--- src/rtl/core/cmpt_outq.sv ---
// Two-word output queue that parts the pipeline from the output stall.
// No package dependency.
module cmpt_outq (
	input  logic clk,
	input  logic arst_n,
	input  logic push,
	input  logic push_data,
	output logic full,
	output logic out_valid,
	input  logic out_stall,
	output logic out_data
);

	logic [1:0] data_q;
	logic       wr_ptr_q, rd_ptr_q;
	logic [1:0] count_q;
	logic       pop;

	assign pop       = out_valid & ~out_stall;
	assign out_valid = (count_q != 2'd0);
	assign full      = (count_q == 2'd2);
	assign out_data  = data_q[rd_ptr_q];

	always_ff @(posedge clk or negedge arst_n) begin
		if (!arst_n) begin
			wr_ptr_q <= 1'b0;
			rd_ptr_q <= 1'b0;
			count_q  <= 2'd0;
		end else begin
			if (push) begin
				wr_ptr_q <= ~wr_ptr_q;
			end
			if (pop) begin
				rd_ptr_q <= ~rd_ptr_q;
			end
			case ({push, pop})
				2'b10:   count_q <= count_q + 2'd1;
				2'b01:   count_q <= count_q - 2'd1;
				default: count_q <= count_q;
			endcase
		end
	end

	always_ff @(posedge clk) begin
		if (push) begin
			data_q[wr_ptr_q] <= push_data;
		end
	end

endmodule

--- config.mk ---
export PLATFORM = sky130hd
export DESIGN_NAME = cmpt_outq
export DESIGN_NICKNAME = d
export VERILOG_FILES = /design/src/rtl/core/cmpt_outq.sv
export SDC_FILE = /design/constraint.sdc
export NUM_CORES = 1
export LEC_CHECK = 0
export BUFFER_PORTS_ARGS = -buffer_cell sky130_fd_sc_hd__buf_4
export CAP_MARGIN = 40
export CELL_PAD_IN_SITES_DETAIL_PLACEMENT = 0
export CELL_PAD_IN_SITES_GLOBAL_PLACEMENT = 2
export CORE_AREA = 2 2 39 41
export DETAILED_ROUTE_END_ITERATION = 8
export DIE_AREA = 0 0 41 43
export HOLD_SLACK_MARGIN = 0.1
export PLACE_DENSITY_LB_ADDON = 0.3
export SKIP_CTS_REPAIR_TIMING = 1
export SLEW_MARGIN = 25
export SYNTH_ARGS = -nofsm -noshare
export SYNTH_HDL_FRONTEND = slang
export SYNTH_SLANG_ARGS = --single-unit
export TNS_END_PERCENT = 100
--- constraint.sdc ---
create_clock -name clk -period 3.88 [get_ports clk]
set_clock_uncertainty 0.2 [all_clocks]
set_input_delay 0.194 -clock clk [delete_from_list [all_inputs] [get_ports clk]]
set_output_delay 0.194 -clock clk [all_outputs]
set_load 0.005 [all_outputs]
# --- Word level (Yosys, flattened, before mapping) ---
# Index checks and enable logic that the tools add are counted.
op_classes:
  add_sub_neg: 2
  order_cmp: 3
  eq_ne: 3
  n_mux: 6
  bitwise_logic: 4
  reduce_logical: 3
op_table:
  columns: ["cell", "n"]
  rows:
  - ["$eq 2x2->1 const B", 2]
  - ["$lt 1x2->1 const B", 2]
  - ["$pmux 2 s2", 1]
  - ["$reduce_bool 2->1", 2]
  - ["$mux 1", 3]
  - ["$not 1->1", 3]
  - ["$add 2x1->2 const B", 1]
  - ["$bwmux 2", 1]
  - ["$eq 2x1->1 const B", 1]
  - ["$sub 2x1->2 const B", 1]
  - ["$and 1x1->1", 1]
  - ["$demux 1 s1", 1]
  - ["$ge 1x1->1 const B", 1]
  - ["$logic_and 1x1->1", 1]
word_totals:
  register_bits: 6
  word_cells: 25

# --- Depth between registers and ports, before layout ---
depth:
  depth_word: 5
  ltp_mapped: 6

# --- Worst setup path before layout ---
# OpenSTA, ideal clock, no wires.
synth_timing:
  path_kind: "register -> register"
  from: "register count_q[0]"
  to: "register count_q[1]"
  setup_time_ps: 79
  t_arrival_ps: 1317
  setup_slack_ps: 2284
  stages_incl_launch_ff: 6
  synth_period_minus_slack_ps: 1596
  cell_sequence: "dfrtp_1 > or2_4 > nor2b_4 > ha_1 > nor2_1 > xor2_1"
synth_via:
  elab_chain_cells: 4
  word_cells_on_any_way: 8
  classes_between: "add/sub: 2; eq/ne: 2; mux: 1; bitwise: 1; reduce/logical: 2"
synth_rtl:
  columns: ["element", "line_no", "text"]
  rows:
  - ["start: declaration", "16", "logic [1:0] count_q;"]
  - ["start signal: assignment", "37", "2'b10: count_q <= count_q + 2'd1;"]
  - ["start signal: assignment", "38", "2'b01: count_q <= count_q - 2'd1;"]
  - ["start signal: assignment", "39", "default: count_q <= count_q;"]
  - ["$reduce_bool 2->1 *", "20", "assign out_valid = (count_q != 2'd0);"]
  - ["via out_valid", "9", "output logic out_valid,"]
  - ["$and 1x1->1 *", "19", "assign pop = out_valid & ~out_stall;"]
  - ["via pop", "17", "logic pop;"]
  - ["$eq 2x1->1 / $eq 2x2->1 (equally long branches)", "36", "case ({push, pop})"]
  - ["$pmux 2 s2 / $reduce_bool 2->1 (equally long branches)", null, null]
# The timed path passes the listed nets; every way through them passes the cells marked *.
# A chain may end at the register's enable or synchronous reset.

# --- Final worst setup path ---
layout_timing:
  from: "register count_q[0]"
  to: "register count_q[1]"
layout_via:
  elab_chain_cells: 4
  word_cells_on_any_way: 8
  classes_between: "add/sub: 2; eq/ne: 2; mux: 1; bitwise: 1; reduce/logical: 2"
layout_rtl:
  columns: ["element", "line_no"]
  rows:
  - ["$reduce_bool 2->1 *", "20"]
  - ["$and 1x1->1 *", "19"]
  - ["via pop", "17"]
  - ["$eq 2x1->1 / $eq 2x2->1 (equally long branches)", "36"]
  - ["$pmux 2 s2 / $reduce_bool 2->1 (equally long branches)", null]
# Marked as above.

==> run metrics <==
run status finished, final reports clean; clk sink count 6; Post-synth ARST share 66.67%; number of synthesized flops with an enable pin 2; WL per Instance 9.404 um; largest net degree at the start of global routing 5; Clk pin slew, worst setup/hold paths 40 ps; Row Count 14; maximum fanout along the worst path 4; leakage 0.1957 nW; layout cells sized above 1 between 40% and 50%; Power Density 664.6 nW/um^2; WP buf/inv 0; most common cell in the netlist dfrtp_1; Most used DFF post-synth dfrtp_1; number of buffers created by CTS 3; H-tree levels 1; Peak VDD IR approximately 0.15 mV; Skew-Pair Late Insertion Delay 230 ps; nets@finish between 40 and 50; Clock Tree Root clkbuf_4; Crit. Startpoint count_q[0]$_DFFE_PN0P_; CP Launch Type flop; ranking of synthesized cells by area dfrtp_1, edfxtp_1, xnor2_1, xor2_1, xor2_2; I/O Pins 8; Hold Fails Final Rpt 0; worst slack, placed 2222 ps; largest area contributor in the synthesized netlist dfrtp_1; Max-cap violations 0; setup TNS 0 ps; Non-Filler Instances 52; top-area cell type share of the netlist area 35.24%; fin worst setup slack 2224 ps; DP Wirelength roughly 390 um; Die W slightly above 40 um; CP required 3840 ps; CTS tree yes; final setup fails 0; RSZ-0062 raised after global routing false; critical path class flop to flop; Seq/Total Area, Yosys 56.39%; CP max stage delay 410 ps; fin crit period 1656 ps; Hold Path Class flop to flop; drt total wl 489 um; fin crit share 42.69%; total global-route track usage about 6.9%; die height approximately 43 um; data arrival time of the worst path 1610 ps; vias in the first global route 209; synthesized area per cell around 14 um^2; Max Freq 603.7 MHz; area grow syn2layout 52.42%; area of the multi-input gates 120.1 um^2; hold endpoint wr_ptr_q$_DFFE_PN0P_; Die Area 1763 um^2; Crit Reg-Reg Endpoint count_q[1]$_DFFE_PN0P_; Remaining DRCs 0; reg2reg start count_q[0]$_DFFE_PN0P_; antenna cells 0; vias per cell about 3.7; crit-path leading delay family simple AND/OR/NAND/NOR gates; Mapped Cells 20; worst hold stages 1; grt total ovfl 0; hold_sp wr_ptr_q$_DFFE_PN0P_; reg2reg setup slack 2220 ps; Yosys reg bits 6; Synth top cells by count dfrtp_1, edfxtp_1, nor2_1, xnor2_1, xor2_1; Placed Cells 43; length in cells of the worst reg-to-reg path 5; worst path cell trace or2_4, nor2b_4, ha_1, nor2_1, xor2_1; post-route ant nets 0; Slew @ Worst Pin 197.5 ps; first-pass GRT wire length 690 um; gpl congestion around 0.58; Placeable Area between 1000 and 1500 um^2; port buffer count 7; area of the mapped netlist 284.0 um^2; Fin Hold WS approximately 280 ps; fillers 153; relative slew slack 86.79%; clk buf depth 2; Syn. warnings 0; DRT iter0 DRCs 2; synth unique cells 13; Pre-antenna DRT Iters 2; initial antenna violation count 0; register area 160.2 um^2; DR vias about 190; syn_nets 26; CP max-delay cell dfrtp_1; final core occ a little under a third; max-slew violation total from the final report 0; Starting Density between 20% and 30%; critical path endpoint category flop
[cell type report]
type / instances / share of cell area, %
Multi-Input combinational cell: 13 / 27.75
Sequential cell: 6 / 36.99
Inverter: 1 / 0.8671
Timing Repair Buffer: 12 / 23.70
Tap cell: 16 / 4.624
Clock buffer: 4 / 6.069
[per-stage QoR]
stage / instance area [um^2] / power [mW]
after detailed placement: 356.6 / 0.2277
after CTS: 382.9 / 0.2918
after global routing: 432.9 / 0.3106
after global placement: 356.6 / 0.2218
after floorplan: 284.0 / 0.1855
final: 432.9 / 0.2877
[worst max path at each step]
stage / to / slack (ps) / cells past startpoint
floorplan: count_q[1]$_DFFE_PN0P_ / 2280 / 5
global placement: count_q[1]$_DFFE_PN0P_ / 2250 / 5
detailed placement: count_q[1]$_DFFE_PN0P_ / 2220 / 5
CTS: count_q[1]$_DFFE_PN0P_ / 2210 / 5
global route: count_q[1]$_DFFE_PN0P_ / 2140 / 5
finish: count_q[1]$_DFFE_PN0P_ / 2220 / 5
[flip-flops by register name, indices dropped and copies added, names as in the netlist]
name      cells
data_q        2
rd_ptr_q      1
count_q       2
wr_ptr_q      1
[metal layers]
layer / wire length [um] / global-route usage (%)
met1: 184 / 2.951
met2: 288 / 11.88
met3: 17 / 4.712
met4: 0 / 8.000
met5: 0 / 0
[kinds of logic (layout without fill, tap and decap cells)]
| kind of cell | after synthesis | count (layout) | synth area share [%] |
|---|---|---|---|
| xor+xnor | 5 | 5 | 18.07 |
| mux | 1 | 1 | 3.964 |
| buf+inv | 1 | 17 | 1.320 |
| simple gates | 6 | 6 | 15.86 |
| flops | 6 | 6 | 56.39 |
| fa+ha+maj | 1 | 1 | 4.405 |
[cells in the final DEF (no fill, tap or decap)]
master / count
buf_4: 7
dlygate4sd3_1: 5
dfrtp_1: 4
clkbuf_4: 3
xnor2_1: 2
nor2_1: 2
xor2_1: 2
edfxtp_1: 2
or2_4: 1
nor2b_4: 1
and2b_2: 1
mux2_2: 1
inv_1: 1
and2_1: 1
xor2_2: 1
ha_1: 1
clkbuf_1: 1
[report_power, final]
part	total (mW)	switching, mW	internal (mW)
clock network	0.0600	0.0211	0.0389
logic	0.112	0.0386	0.0730
registers	0.116	0.0226	0.0935
No activity file was read; power rests on OpenSTA's default activity.
